File: config.mk
export PLATFORM = sky130hd
export DESIGN_NAME = source_tokenizer_stream_top
export DESIGN_NICKNAME = d
export VERILOG_FILES = /design/src/rtl/stl_pkg.sv /design/src/rtl/stl_front.sv /design/src/rtl/stl_queue.sv /design/src/rtl/stl_back.sv /design/src/rtl/source_tokenizer_stream_top.sv
export SDC_FILE = /design/constraint.sdc
export NUM_CORES = 2
export LEC_CHECK = 0
export BUFFER_PORTS_ARGS = -buffer_cell sky130_fd_sc_hd__buf_4
export CORE_MARGIN = 10
export CORE_UTILIZATION = 34
export DETAILED_ROUTE_END_ITERATION = 16
export HOLD_SLACK_MARGIN = 0.03
export RECOVER_POWER = 25
export SLEW_MARGIN = 10
export SYNTH_ARGS = -nofsm -noshare
export SYNTH_HDL_FRONTEND = slang
export SYNTH_SLANG_ARGS = --single-unit
File: constraint.sdc
create_clock -name clock -period 9.6 [get_ports clock]
set_input_delay 0.48 -clock clock [delete_from_list [all_inputs] [get_ports clock]]
set_output_delay 0.48 -clock clock [all_outputs]
set_load 0.03 [all_outputs]
File: src/rtl/stl_pkg.sv
// Shared types, token kind codes and keyword table for the source tokenizer.
// Used by the front scanner, the bundle queue and the back emitter.
package stl_pkg;

   localparam int OFFSET_BITS_DEFAULT = 24;
   localparam int MAX_KEYWORD_CHARS_DEFAULT = 7;
   localparam int MAX_RESULTS = 3;
   localparam int QUEUE_DEPTH = 4;
   localparam int QUEUE_PTR_BITS = 2;
   localparam int QUEUE_CNT_BITS = 3;
   localparam int KW_CODE_BITS = 64;

   localparam logic [6:0] KD_EOF = 7'd0;
   localparam logic [6:0] KD_ERROR = 7'd1;
   localparam logic [6:0] KD_IDENT = 7'd2;
   localparam logic [6:0] KD_NUMBER = 7'd3;
   localparam logic [6:0] KD_STRING = 7'd4;
   localparam logic [6:0] KD_LPAREN = 7'd45;
   localparam logic [6:0] KD_RPAREN = 7'd46;
   localparam logic [6:0] KD_LBRACE = 7'd47;
   localparam logic [6:0] KD_RBRACE = 7'd48;
   localparam logic [6:0] KD_LBRACKET = 7'd49;
   localparam logic [6:0] KD_RBRACKET = 7'd50;
   localparam logic [6:0] KD_SEMI = 7'd51;
   localparam logic [6:0] KD_COLON = 7'd52;
   localparam logic [6:0] KD_COMMA = 7'd53;
   localparam logic [6:0] KD_DOT = 7'd54;
   localparam logic [6:0] KD_PLUS = 7'd55;
   localparam logic [6:0] KD_MINUS = 7'd56;
   localparam logic [6:0] KD_STAR = 7'd57;
   localparam logic [6:0] KD_SLASH = 7'd58;
   localparam logic [6:0] KD_PERCENT = 7'd59;
   localparam logic [6:0] KD_EQ = 7'd60;
   localparam logic [6:0] KD_EQEQ = 7'd61;
   localparam logic [6:0] KD_BANG = 7'd62;
   localparam logic [6:0] KD_BANGEQ = 7'd63;
   localparam logic [6:0] KD_LT = 7'd64;
   localparam logic [6:0] KD_LE = 7'd65;
   localparam logic [6:0] KD_GT = 7'd66;
   localparam logic [6:0] KD_GE = 7'd67;
   localparam logic [6:0] KD_ARROW = 7'd68;
   localparam logic [6:0] KD_FATARROW = 7'd69;
   localparam logic [6:0] KD_PIPE = 7'd70;
   localparam logic [6:0] KD_AMP = 7'd71;
   localparam logic [6:0] KD_DCOLON = 7'd72;

   typedef struct packed {
      logic [6:0]  kind;
      logic [23:0] start;
      logic [15:0] len;
      logic [15:0] line;
      logic [15:0] col;
   } tok_type;

   typedef struct packed {
      logic [1:0]                       cnt;
      logic [KW_CODE_BITS-1:0]          kw_code;
      tok_type [MAX_RESULTS-1:0]        tok;
   } bundle_type;

   function automatic logic [6:0] kw_kind(input logic [KW_CODE_BITS-1:0] code);
      logic [6:0] k;
      unique case (code)
         "fn":      k = 7'd8;
         "as":      k = 7'd36;
         "in":      k = 7'd28;
         "let":     k = 7'd18;
         "var":     k = 7'd19;
         "use":     k = 7'd34;
         "for":     k = 7'd27;
         "try":     k = 7'd40;
         "tag":     k = 7'd16;
         "else":    k = 7'd24;
         "data":    k = 7'd9;
         "each":    k = 7'd26;
         "loop":    k = 7'd29;
         "next":    k = 7'd33;
         "open":    k = 7'd20;
         "flow":    k = 7'd13;
         "from":    k = 7'd35;
         "true":    k = 7'd5;
         "null":    k = 7'd7;
         "yield":   k = 7'd31;
         "abort":   k = 7'd32;
         "check":   k = 7'd23;
         "match":   k = 7'd25;
         "while":   k = 7'd30;
         "cases":   k = 7'd10;
         "rules":   k = 7'd11;
         "skill":   k = 7'd12;
         "space":   k = 7'd14;
         "given":   k = 7'd15;
         "alias":   k = 7'd17;
         "async":   k = 7'd37;
         "await":   k = 7'd38;
         "spawn":   k = 7'd39;
         "catch":   k = 7'd41;
         "false":   k = 7'd6;
         "expose":  k = 7'd21;
         "ensure":  k = 7'd43;
         "assert":  k = 7'd44;
         "require": k = 7'd42;
         "derives": k = 7'd22;
         default:   k = KD_IDENT;
      endcase
      return k;
   endfunction

endpackage

File: src/rtl/stl_front.sv
// Front scanner: accepts one source beat per cycle while the bundle queue has room, tracks position and
// scan mode, and pushes a bundle of up to three raw tokens. Uses stl_pkg.
module stl_front #(
   parameter int OFFSET_BITS = 24,
   parameter int MAX_KEYWORD_CHARS = 7
) (
   input  logic                clock,
   input  logic                reset,
   input  logic                req_valid,
   output logic                req_ready,
   input  logic [7:0]          req_char_byte,
   input  logic                req_end_of_source,
   input  logic                q_not_full,
   output logic                push,
   output stl_pkg::bundle_type push_bundle
);
   import stl_pkg::*;

   localparam int KB_BITS = MAX_KEYWORD_CHARS * 8;

   typedef enum logic [3:0] {
      M_IDLE, M_WORD, M_INT, M_DOT, M_FRAC, M_STR, M_CMT, M_SLASH,
      M_COLON, M_MINUS, M_EQ, M_BANG, M_LT, M_GT
   } mode_type;

   typedef struct packed {
      mode_type               mode;
      logic [KB_BITS-1:0]     kb;
      logic [15:0]            pl;
      logic [OFFSET_BITS-1:0] ps;
      logic [OFFSET_BITS-1:0] p;
      logic [15:0]            ln;
      logic [15:0]            cl;
   } scan_type;

   typedef struct packed {
      scan_type s;
      logic     v;
      tok_type  t;
   } idle_res_type;

   scan_type                  st_ff, st_in, s;
   logic                      done_ff, done_in;
   tok_type [MAX_RESULTS-1:0] toks;
   logic [1:0]                n;
   logic                      brk;
   idle_res_type              r;
   logic                      acc;

   function automatic logic is_digit(input logic [7:0] c);
      return (c >= "0") && (c <= "9");
   endfunction

   function automatic logic is_alpha(input logic [7:0] c);
      return ((c >= "a") && (c <= "z")) || ((c >= "A") && (c <= "Z"));
   endfunction

   function automatic scan_type consume(input scan_type x);
      scan_type y;
      y = x;
      if (x.p != {OFFSET_BITS{1'b1}}) y.p = x.p + 1'b1;
      if (x.cl != 16'hFFFF) y.cl = x.cl + 16'd1;
      return y;
   endfunction

   function automatic scan_type grow(input scan_type x);
      scan_type y;
      y = x;
      if (x.pl != 16'hFFFF) y.pl = x.pl + 16'd1;
      return y;
   endfunction

   function automatic tok_type mk(input scan_type x, input logic [OFFSET_BITS-1:0] start,
                                  input logic [15:0] len, input logic [6:0] kind);
      tok_type t;
      logic [OFFSET_BITS+23:0] ext;
      ext = {24'd0, start};
      t.kind = kind;
      t.start = ext[23:0];
      t.len = len;
      t.line = x.ln;
      t.col = (x.cl >= len) ? (x.cl - len) : 16'd0;
      return t;
   endfunction

   function automatic scan_type begin_tok(input scan_type x, input mode_type m);
      scan_type y;
      y = x;
      y.ps = x.p;
      y.pl = 16'd1;
      y = consume(y);
      y.mode = m;
      return y;
   endfunction

   function automatic idle_res_type scan_idle(input scan_type x, input logic [7:0] c);
      idle_res_type q;
      logic [6:0] single;
      q.s = x;
      q.v = 1'b0;
      q.t = '0;
      single = KD_ERROR;
      unique case (c)
         "(": single = KD_LPAREN;
         ")": single = KD_RPAREN;
         "{": single = KD_LBRACE;
         "}": single = KD_RBRACE;
         "[": single = KD_LBRACKET;
         "]": single = KD_RBRACKET;
         ";": single = KD_SEMI;
         ",": single = KD_COMMA;
         ".": single = KD_DOT;
         "+": single = KD_PLUS;
         "*": single = KD_STAR;
         "%": single = KD_PERCENT;
         "|": single = KD_PIPE;
         "&": single = KD_AMP;
         default: single = KD_ERROR;
      endcase
      priority if (c == " " || c == "\r" || c == "\t") begin
         q.s = consume(x);
      end else if (c == "\n") begin
         if (x.ln != 16'hFFFF) q.s.ln = x.ln + 16'd1;
         q.s.cl = 16'd0;
         q.s = consume(q.s);
      end else if (c == "\"") begin
         q.s = begin_tok(x, M_STR);
      end else if (c == "/") begin
         q.s = begin_tok(x, M_SLASH);
      end else if (c == ":") begin
         q.s = begin_tok(x, M_COLON);
      end else if (c == "-") begin
         q.s = begin_tok(x, M_MINUS);
      end else if (c == "=") begin
         q.s = begin_tok(x, M_EQ);
      end else if (c == "!") begin
         q.s = begin_tok(x, M_BANG);
      end else if (c == "<") begin
         q.s = begin_tok(x, M_LT);
      end else if (c == ">") begin
         q.s = begin_tok(x, M_GT);
      end else if (is_alpha(c) || c == "_") begin
         q.s = begin_tok(x, M_WORD);
         q.s.kb = KB_BITS'(c);
      end else if (is_digit(c)) begin
         q.s = begin_tok(x, M_INT);
      end else begin
         q.s = begin_tok(x, M_IDLE);
         q.v = 1'b1;
         q.t = mk(q.s, q.s.ps, q.s.pl, single);
      end
      return q;
   endfunction

   function automatic logic [6:0] op_kind(input mode_type m);
      logic [6:0] k;
      unique case (m)
         M_SLASH: k = KD_SLASH;
         M_COLON: k = KD_COLON;
         M_MINUS: k = KD_MINUS;
         M_EQ:    k = KD_EQ;
         M_BANG:  k = KD_BANG;
         M_LT:    k = KD_LT;
         M_GT:    k = KD_GT;
         default: k = KD_ERROR;
      endcase
      return k;
   endfunction

   assign req_ready = q_not_full;
   assign acc = req_valid && req_ready;

   always_comb begin
      s = st_ff;
      done_in = done_ff;
      toks = '0;
      n = 2'd0;
      brk = 1'b0;
      r = '0;
      if (done_ff) begin
         if (req_end_of_source) begin
            toks[n] = mk(s, s.p, 16'd0, KD_EOF);
            n = n + 2'd1;
         end
      end else if (req_end_of_source) begin
         unique case (s.mode)
            M_WORD: begin
               toks[n] = mk(s, s.ps, s.pl, KD_IDENT);
               n = n + 2'd1;
            end
            M_INT, M_FRAC: begin
               toks[n] = mk(s, s.ps, s.pl, KD_NUMBER);
               n = n + 2'd1;
            end
            M_DOT: begin
               toks[n] = mk(s, s.ps, s.pl, KD_NUMBER);
               n = n + 2'd1;
               r = scan_idle(s, ".");
               s = r.s;
               toks[n] = r.t;
               n = n + 2'd1;
            end
            M_STR: begin
               toks[n] = mk(s, s.ps, s.pl, KD_ERROR);
               n = n + 2'd1;
            end
            M_SLASH, M_COLON, M_MINUS, M_EQ, M_BANG, M_LT, M_GT: begin
               toks[n] = mk(s, s.ps, s.pl, op_kind(s.mode));
               n = n + 2'd1;
            end
            default: ;
         endcase
         s.mode = M_IDLE;
         toks[n] = mk(s, s.p, 16'd0, KD_EOF);
         n = n + 2'd1;
         done_in = 1'b1;
      end else begin
         unique case (s.mode)
            M_WORD: begin
               if (is_alpha(req_char_byte) || is_digit(req_char_byte)
                   || req_char_byte == "_") begin
                  if (s.pl < 16'(MAX_KEYWORD_CHARS))
                     s.kb = {s.kb[KB_BITS-9:0], req_char_byte};
                  s = grow(consume(s));
               end else begin
                  toks[n] = mk(s, s.ps, s.pl, KD_IDENT);
                  n = n + 2'd1;
                  s.mode = M_IDLE;
                  brk = 1'b1;
               end
            end
            M_INT: begin
               if (is_digit(req_char_byte)) begin
                  s = grow(consume(s));
               end else if (req_char_byte == ".") begin
                  s.mode = M_DOT;
               end else begin
                  toks[n] = mk(s, s.ps, s.pl, KD_NUMBER);
                  n = n + 2'd1;
                  s.mode = M_IDLE;
                  brk = 1'b1;
               end
            end
            M_DOT: begin
               if (is_digit(req_char_byte)) begin
                  s = grow(consume(grow(consume(s))));
                  s.mode = M_FRAC;
               end else begin
                  toks[n] = mk(s, s.ps, s.pl, KD_NUMBER);
                  n = n + 2'd1;
                  s.mode = M_IDLE;
                  r = scan_idle(s, ".");
                  s = r.s;
                  toks[n] = r.t;
                  n = n + 2'd1;
                  brk = 1'b1;
               end
            end
            M_FRAC: begin
               if (is_digit(req_char_byte)) begin
                  s = grow(consume(s));
               end else begin
                  toks[n] = mk(s, s.ps, s.pl, KD_NUMBER);
                  n = n + 2'd1;
                  s.mode = M_IDLE;
                  brk = 1'b1;
               end
            end
            M_STR: begin
               if (req_char_byte == "\n" && s.ln != 16'hFFFF) s.ln = s.ln + 16'd1;
               s = grow(consume(s));
               if (req_char_byte == "\"") begin
                  toks[n] = mk(s, s.ps, s.pl, KD_STRING);
                  n = n + 2'd1;
                  s.mode = M_IDLE;
               end
            end
            M_CMT: begin
               if (req_char_byte != "\n") begin
                  s = consume(s);
               end else begin
                  s.mode = M_IDLE;
                  brk = 1'b1;
               end
            end
            M_SLASH: begin
               if (req_char_byte == "/") begin
                  s = consume(s);
                  s.mode = M_CMT;
               end else begin
                  toks[n] = mk(s, s.ps, s.pl, KD_SLASH);
                  n = n + 2'd1;
                  s.mode = M_IDLE;
                  brk = 1'b1;
               end
            end
            M_COLON, M_MINUS, M_EQ, M_BANG, M_LT, M_GT: begin
               priority if (s.mode == M_COLON && req_char_byte == ":") begin
                  s = grow(consume(s));
                  toks[n] = mk(s, s.ps, s.pl, KD_DCOLON);
                  n = n + 2'd1;
                  s.mode = M_IDLE;
               end else if (s.mode == M_MINUS && req_char_byte == ">") begin
                  s = grow(consume(s));
                  toks[n] = mk(s, s.ps, s.pl, KD_ARROW);
                  n = n + 2'd1;
                  s.mode = M_IDLE;
               end else if (s.mode == M_EQ && req_char_byte == "=") begin
                  s = grow(consume(s));
                  toks[n] = mk(s, s.ps, s.pl, KD_EQEQ);
                  n = n + 2'd1;
                  s.mode = M_IDLE;
               end else if (s.mode == M_EQ && req_char_byte == ">") begin
                  s = grow(consume(s));
                  toks[n] = mk(s, s.ps, s.pl, KD_FATARROW);
                  n = n + 2'd1;
                  s.mode = M_IDLE;
               end else if (s.mode == M_BANG && req_char_byte == "=") begin
                  s = grow(consume(s));
                  toks[n] = mk(s, s.ps, s.pl, KD_BANGEQ);
                  n = n + 2'd1;
                  s.mode = M_IDLE;
               end else if (s.mode == M_LT && req_char_byte == "=") begin
                  s = grow(consume(s));
                  toks[n] = mk(s, s.ps, s.pl, KD_LE);
                  n = n + 2'd1;
                  s.mode = M_IDLE;
               end else if (s.mode == M_GT && req_char_byte == "=") begin
                  s = grow(consume(s));
                  toks[n] = mk(s, s.ps, s.pl, KD_GE);
                  n = n + 2'd1;
                  s.mode = M_IDLE;
               end else begin
                  toks[n] = mk(s, s.ps, s.pl, op_kind(s.mode));
                  n = n + 2'd1;
                  s.mode = M_IDLE;
                  brk = 1'b1;
               end
            end
            default: begin
               s.mode = M_IDLE;
               brk = 1'b1;
            end
         endcase
         if (brk) begin
            r = scan_idle(s, req_char_byte);
            s = r.s;
            if (r.v) begin
               toks[n] = r.t;
               n = n + 2'd1;
            end
         end
      end
   end

   assign st_in = acc ? s : st_ff;
   assign push = acc && (n != 2'd0);
   assign push_bundle.cnt = n;
   assign push_bundle.kw_code = KW_CODE_BITS'(st_ff.kb);
   assign push_bundle.tok = toks;

   always_ff @(posedge clock) begin
      if (reset) begin
         st_ff <= '{mode: M_IDLE, kb: '0, pl: '0, ps: '0, p: '0, ln: 16'd1, cl: 16'd1};
         done_ff <= 1'b0;
      end else begin
         st_ff <= st_in;
         if (acc) done_ff <= done_in;
      end
   end

endmodule

File: src/rtl/stl_queue.sv
// Short bundle queue between the front scanner and the back emitter.
// Uses stl_pkg for the bundle type and depth.
module stl_queue (
   input  logic                clock,
   input  logic                reset,
   input  logic                push,
   input  stl_pkg::bundle_type push_bundle,
   input  logic                pop,
   output logic                not_full,
   output logic                not_empty,
   output stl_pkg::bundle_type head
);
   import stl_pkg::*;

   bundle_type                  mem_ff [QUEUE_DEPTH];
   logic [QUEUE_PTR_BITS-1:0]   wr_ff, wr_in, rd_ff, rd_in;
   logic [QUEUE_CNT_BITS-1:0]   cnt_ff, cnt_in;
   logic                        do_push, do_pop;

   assign not_full = cnt_ff != QUEUE_CNT_BITS'(QUEUE_DEPTH);
   assign not_empty = cnt_ff != '0;
   assign do_push = push && not_full;
   assign do_pop = pop && not_empty;
   assign head = mem_ff[rd_ff];

   always_comb begin
      wr_in = do_push ? wr_ff + 1'b1 : wr_ff;
      rd_in = do_pop ? rd_ff + 1'b1 : rd_ff;
      cnt_in = cnt_ff + QUEUE_CNT_BITS'(do_push) - QUEUE_CNT_BITS'(do_pop);
   end

   always_ff @(posedge clock) begin
      if (do_push) mem_ff[wr_ff] <= push_bundle;
   end

   always_ff @(posedge clock) begin
      if (reset) begin
         wr_ff <= '0;
         rd_ff <= '0;
         cnt_ff <= '0;
      end else begin
         wr_ff <= wr_in;
         rd_ff <= rd_in;
         cnt_ff <= cnt_in;
      end
   end

endmodule

File: src/rtl/stl_back.sv
// Back emitter: walks the tokens of the head bundle, resolves keywords and
// holds one token beat in the output register. Uses stl_pkg.
module stl_back #(
   parameter int MAX_KEYWORD_CHARS = 7
) (
   input  logic                clock,
   input  logic                reset,
   input  logic                not_empty,
   input  stl_pkg::bundle_type head,
   output logic                pop,
   output logic                rsp_valid,
   input  logic                rsp_ready,
   output logic [6:0]          rsp_token_kind,
   output logic [23:0]         rsp_start_offset,
   output logic [15:0]         rsp_token_length,
   output logic [15:0]         rsp_line_number,
   output logic [15:0]         rsp_column_number,
   output logic                rsp_last_of_run
);
   import stl_pkg::*;

   logic       valid_ff;
   logic [1:0] idx_ff, idx_in;
   tok_type    tok_ff, tok_in, cur;
   logic       last_ff, last_in;
   logic       load;

   assign load = not_empty && (!valid_ff || rsp_ready);

   always_comb begin
      cur = head.tok[idx_ff];
      tok_in = cur;
      if (cur.kind == KD_IDENT && cur.len <= 16'(MAX_KEYWORD_CHARS))
         tok_in.kind = kw_kind(head.kw_code);
      last_in = (idx_ff + 2'd1) == head.cnt;
      pop = load && last_in;
      idx_in = load ? (last_in ? 2'd0 : idx_ff + 2'd1) : idx_ff;
   end

   always_ff @(posedge clock) begin
      if (reset) begin
         valid_ff <= 1'b0;
         idx_ff <= 2'd0;
      end else begin
         idx_ff <= idx_in;
         if (load) valid_ff <= 1'b1;
         else if (rsp_ready) valid_ff <= 1'b0;
      end
   end

   always_ff @(posedge clock) begin
      if (load) begin
         tok_ff <= tok_in;
         last_ff <= last_in;
      end
   end

   assign rsp_valid = valid_ff;
   assign rsp_token_kind = tok_ff.kind;
   assign rsp_start_offset = tok_ff.start;
   assign rsp_token_length = tok_ff.len;
   assign rsp_line_number = tok_ff.line;
   assign rsp_column_number = tok_ff.col;
   assign rsp_last_of_run = last_ff;

endmodule

File: src/rtl/source_tokenizer_stream_top.sv
// Source tokenizer top level: front scanner, bundle queue and back emitter.
// Depends on stl_pkg, stl_front, stl_queue and stl_back.
//
// Takes one source byte (or the end marker) per cycle and returns tokens with
// kind, start offset, length, line and column; one input beat yields zero to
// three token beats, the last flagged by rsp_last_of_run. The scanner accepts
// one beat per clock while the four-entry bundle queue has room; the emitter
// sends one token per clock while rsp_ready is high, so a run of beats that each
// make several tokens is paced by the output at one token per cycle. The tokens
// of an accepted byte pass the bundle queue and then the output register.
module source_tokenizer_stream_top
   import stl_pkg::*;
#(
   parameter int OFFSET_BITS = OFFSET_BITS_DEFAULT,
   parameter int MAX_KEYWORD_CHARS = MAX_KEYWORD_CHARS_DEFAULT
) (
   input  logic        clock,
   input  logic        reset,
   input  logic        req_valid,
   output logic        req_ready,
   input  logic [7:0]  req_char_byte,
   input  logic        req_end_of_source,
   output logic        rsp_valid,
   input  logic        rsp_ready,
   output logic [6:0]  rsp_token_kind,
   output logic [23:0] rsp_start_offset,
   output logic [15:0] rsp_token_length,
   output logic [15:0] rsp_line_number,
   output logic [15:0] rsp_column_number,
   output logic        rsp_last_of_run
);

   logic       q_not_full, q_not_empty, push, pop;
   bundle_type push_bundle, head;

   stl_front #(
      .OFFSET_BITS(OFFSET_BITS),
      .MAX_KEYWORD_CHARS(MAX_KEYWORD_CHARS)
   ) u_front (
      .clock(clock),
      .reset(reset),
      .req_valid(req_valid),
      .req_ready(req_ready),
      .req_char_byte(req_char_byte),
      .req_end_of_source(req_end_of_source),
      .q_not_full(q_not_full),
      .push(push),
      .push_bundle(push_bundle)
   );

   stl_queue u_queue (
      .clock(clock),
      .reset(reset),
      .push(push),
      .push_bundle(push_bundle),
      .pop(pop),
      .not_full(q_not_full),
      .not_empty(q_not_empty),
      .head(head)
   );

   stl_back #(
      .MAX_KEYWORD_CHARS(MAX_KEYWORD_CHARS)
   ) u_back (
      .clock(clock),
      .reset(reset),
      .not_empty(q_not_empty),
      .head(head),
      .pop(pop),
      .rsp_valid(rsp_valid),
      .rsp_ready(rsp_ready),
      .rsp_token_kind(rsp_token_kind),
      .rsp_start_offset(rsp_start_offset),
      .rsp_token_length(rsp_token_length),
      .rsp_line_number(rsp_line_number),
      .rsp_column_number(rsp_column_number),
      .rsp_last_of_run(rsp_last_of_run)
   );

endmodule

Yosys cells after proc, flatten, opt, wreduce, memory -nomap -nowiden
Memory sizes are Yosys's and may differ from the RTL's. A register that Yosys moved wholly into a read port is not among the register bits.
Index checks and enable logic that the tools add are counted.
W data, S select, Z words.
- bits in writable memories: 1180
- logic and storage cells: 519
- memories kept: 1
- register bits: 247
- add/sub/neg operators: 29
- $lt $le $gt $ge: 27
- bitwise operators: 1
- eq/ne operators: 96
- multiplexer cells: 306
- reduce and logical (&&, ||, !) cells: 40
- memory list (memory ; depth ; bits a word ; read ports ; clocked after Yosys merged registers in ; wr ports ; line ; source):
    u_queue.mem_ff ; 4 ; 295 ; 1 ; 1 ; 1 ; stl_queue.sv:15 ; bundle_type mem_ff [QUEUE_DEPTH];
- operators by type and width (kind ; count):
    $mux W16 ; 155
    $mux W156 ; 13
    $mux W79 ; 20
    $mux W80 ; 15
    $pmux W152 S7 ; 1
    $eq A64 B39 Y1 const B ; 16
    $mux W96 ; 9
    $mux W152 ; 5
    $mux W237 ; 3
    $eq A64 B31 Y1 const B ; 10
    $pmux W79 S7 ; 1
    $bwmux W237 ; 2
    $eq A64 B23 Y1 const B ; 6
    $demux W79 S2 ; 2
    $pmux W79 S4 ; 1
    $pmux W6 S40 ; 1
    $mux W78 ; 3
    $mux W74 ; 3
    $eq A64 B15 Y1 const B ; 3
    $eq A64 B47 Y1 const B ; 3
    $mux W24 ; 7
    $mux W56 ; 3
    $bmux W79 S2 ; 1
    $mux W158 ; 1
    other kinds (63) ; 215

Depth between registers and ports, before layout
- depth in word-level cells: 65
- depth in mapped cells: 30
- gate-level depth less buffers: 25

Hierarchy
From an unflattened synthesis, not the netlist that was laid out.
- cell total of the unflattened synthesis: 5604
- area, all modules: 72524.6 µm²
- by module, submodules not included (module ; instances ; sequential area each (µm²) ; cells an instance ; area an instance (µm²)):
    stl_queue ; 1 ; 36575.1 ; 1632 ; 44756.7
    stl_front ; 1 ; 3143.0 ; 3320 ; 21670.8
    stl_back ; 1 ; 2462.4 ; 652 ; 6097.1

Worst setup path after synthesis
No wires, ideal clock.
- path kind: input-to-reg
- from: in req_char_byte[4]
- to: mem u_queue.mem_ff[1][0] in the netlist's numbering, enable pin
- setup time: 0.660 ns
- slack: -0.467 ns
- buffers on the path: 2
- required time: 8.940 ns
- stages on the path: 15
- arrival: 9.407 ns
- path through: buf_2 > nor4b_1 > nand2_1 > a21oi_1 > nor3_1 > o21ai_0 > nand2_1 > nor2_1 > nor2_1 > nor2_1 > a211oi_1 > a211oi_1 > o21ba_2 > clkbuf_1 > and2_1
- RTL lines (what ; line ; source):
    from (decl) ; source_tokenizer_stream_top.sv:21 ; input logic [7:0] req_char_byte,
    to (decl) ; stl_queue.sv:15 ;

==> impl_metrics.toml <==
[outcome]
outcome = "complete, but fails checks"
violations = "capacitance limit, slew limit"

[synth]
synth_cells = 5415
synth_warnings = 0
synthTopCellsByArea = "edfxtp_1 (52%), mux4_2 (8.6%), dfxtp_1 (5.1%)"
synthSimpleGateAreaFrac_pct = 13.3
async_flop_share_pct = 0
synth_largest_area_cell = "edfxtp_1"
synth_ff_type = "edfxtp_1"
syn_nets = 5488
synthDominantCellAreaShare_pct = 52.0
synth_top_family_by_area = "simple AND/OR/NAND/NOR gates"
synth_xor_area_share_pct = 2.37
synthMuxAreaShare_pct = 10.3
synth_compound_area_share_pct = 12.7
yosysSeqAreaShare_pct = 57.2
yosysUniqueCellTypes = 114
syn_avg_cell_area_um2 = 12.2
synth.ff_latch_count = 1309
synth-edff-count = 1140
synthAdderAreaFrac_pct = 1.18
synth_area_mm2 = 0.0658

[worst_setup_path]
slowest_delay_ps = 910
critPathSlowestCell = "or4_1"
worst_ep_required_time_ps = 10100
cp.arrival_ps = 9530
crit_path_max_fanout = 32
endpoint_kind = "flop"
worstRegToRegCells = 26
r2r-start = "u_front.st_ff[7]"
start_kind = "flop"
crit_type = "flop to flop"
reg2reg_to = "u_queue.mem_ff[3][172]"
reg2reg_slack_ps = 570

[route]
route.detailed.drc = 0
post_drt_via_cell_ratio = 6.01
ant_nets = 0
first_iter_violations = 6122
drtPass1Iterations = 7
routed_wl_um = 223000
wl_per_cell_um = 27.8
dr_total_vias = 48400

[worst_hold_path]
hold_start = "req_char_byte[2]"
min_to = "u_front.push_bundle[239]"
hold_path_class = "input pin to flop"
holdPathStages = 3

[clocking]
clkSinkCount = 1309
cts_tree = "yes"
clkTransAtPathRegs_ps = 60
htree_levels = 4
clock_path_buffers = 3
cts_resized = 0
clockRootBuffer = "clkbuf_16"
numCtsBuffers = 142
insertion_delay_ps = 810

[cells_and_area]
multi_input_area_mm2 = 0.0263
final_area_mm2 = 0.0740
register_area_mm2 = 0.0376
final_core_util_pct = 38.4
area_growth_syn_to_layout_pct = 12.4
nFillCells = 18400
drive_gt1_share_pct = 13.2
num-nets-final = 5478

[sta]
max_freq_mhz = 111
max_slew.worst_pin.slew_ps = 4720
rsz0062_at_grt = "false"
period_minus_slack_ps = 9030
slew_headroom_pct = -215
skew_ps = 45.6
hold_viol_final = 0
fin_setup_tns_ps = 0
hold_ws_ps = 162
setup_violations = 0
finalCritPeriodShare_pct = 94.0
maxSlewViolCount = 459

[place]
gp_congestion = 0.979
hpwl_um = 149000
portBuffers = 94
place_area_mm2 = 0.0695

[global_route]
track_usage_pct = 20.5
overflow = 0
antenna_found_initial = 11
grt_start_max_net_pins = 117
grt_first_pass_wirelength_um = 327000
grt_pass1_vias = 47000

[power_and_ir_drop]
power.total_mw = 17.8
p_leak_nw = 23.5
peakVddDrop_mv = 0.220
power.density_mw_per_mm2 = 240

[floorplan]
initial_utilization_pct = 34.2
die_y_um = 460
row_count = 161
die_w_um = 460
die_area_mm2 = 0.212
coreArea_mm2 = 0.193
num_io_pins = 95

[run]
cap_violations = 9
-- per-layer routing --
| layer | part of all wire (%) | global-route usage [%] | vias up |
|---|---|---|---|
| li1 | - | - | 21100 |
| met4 | 4.6 | 8.99 | 6 |
| met1 | 41 | 27.5 | 24500 |
| met3 | 7.7 | 3.74 | 472 |
| met2 | 46 | 32.3 | 2335 |
| met5 | 0.017 | 0 | - |
-- per-stage QoR --
step           cells  setup slack [ps]
6_report        8053               572
2_1_floorplan   5415              2510
5_1_grt         8051               140
4_1_cts         8048               764
3_3_place_gp    7783               966
3_5_place_dp    7783               781
-- worst max-delay path, delay by kind of cell, from the launching register on --
kind	cells	cell delay (ps)
adders and majority gates	3	860
DFF	1	830
AOI/OAI and AO/OA	8	1990
buffers and inverters	4	790
and+or+nand+nor	11	4230
-- flip-flops by register name, indices dropped and copies added (netlist names), 7 cells and up, named ones only --
| signal | count |
|---|---|
| u_back.rsp_token_length | 16 |
| u_front.st_ff | 100 |
| u_queue.mem_ff | 1060 |
| u_front.push_bundle | 56 |
| u_back.rsp_start_offset | 24 |
| u_back.rsp_token_kind | 7 |
| u_back.rsp_column_number | 16 |
| u_back.rsp_line_number | 16 |
-- timing repair --
action                                 CTS  global route
setup endpoints to repair                0             0
buffers inserted                         0             0
endpoints found under the hold margin    4             0
hold buffers                             4             0
-- placed cells by master, fill, tap and decap left out, types with 21 or more instances in the layout --
master     count
a22oi_1       83
xor2_1        48
inv_1         90
clkinv_2      22
nor2b_1       60
nor3_1       118
a21o_1        21
a211oi_1      64
clkbuf_16    148
o211ai_1      36
a21oi_1      295
o22ai_1       30
and3_1        49
nor2_1       430
a221o_1       29
ha_1          56
nand3_1      159
a221oi_1      34
a311oi_1      30
a32oi_1       26
and2_1        80
o31ai_1       24
xnor2_1      127
nand4_1       66
mux4_2       252
nor4_1        59
mux2i_1       96
nand2_1      493
dfxtp_1      167
a31oi_1       57
nand2b_1      33
o21ai_0      314
clkbuf_1     125
edfxtp_1    1140
buf_4        116
or3_1         24
-- cell type report --
type,count,area share (%)
clock buffers,181,5.24
inverters,97,0.504
well taps,2526,4.27
flip-flops and latches,1309,50.9
repair buffers,238,2.25
multi-input cells,3617,35.6
diodes,5,0.0169
clock inverters,80,1.27
-- power by group --
part	internal (mW)	leakage, nW	switching, mW
combinational	1.66	9.13	3.10
sequential	7.08	12.0	0.311
clock	3.29	2.33	2.32
-- synth_stat cells, types with 57 or more instances --
master / instances
edfxtp_1: 1140
nand2_1: 495
nor2_1: 435
o21ai_0: 314
a21oi_1: 296
clkbuf_1: 285
mux4_2: 252
dfxtp_1: 169
nand3_1: 160
xnor2_1: 128
nor3_1: 122
mux2i_1: 96
inv_1: 94
and2_1: 88
a22oi_1: 84
nand4_1: 66
a211oi_1: 65
nor2b_1: 61
nor4_1: 61
a31oi_1: 57
ha_1: 57
-- how the worst max path moves through the flow --
stage	start	end	slack, ps
6_report	u_front.st_ff[7]	u_queue.mem_ff[3][172]	570
5_1_grt	u_front.st_ff[1]	u_queue.mem_ff[2][172]	140
4_1_cts	u_front.st_ff[7]	u_queue.mem_ff[3][172]	760
3_5_place_dp	u_front.st_ff[7]	u_queue.mem_ff[3][172]	780
3_3_place_gp	u_front.st_ff[1]	u_queue.mem_ff[0][172]	970
2_1_floorplan	req_char_byte[4]	u_queue.mem_ff[0][0]	2510
-- kinds of logic (layout without fill, tap and decap cells) --
group,Yosys count,count (layout)
muxes,361,361
xor gates and xnor gates,177,177
adders and majority gates,60,60
AOI/OAI and AO/OA,1263,1263
and+or+nand+nor,1756,1756
buffers and inverters,489,596
DFF,1309,1309
other,0,5
(Power assumes the default switching activity.)
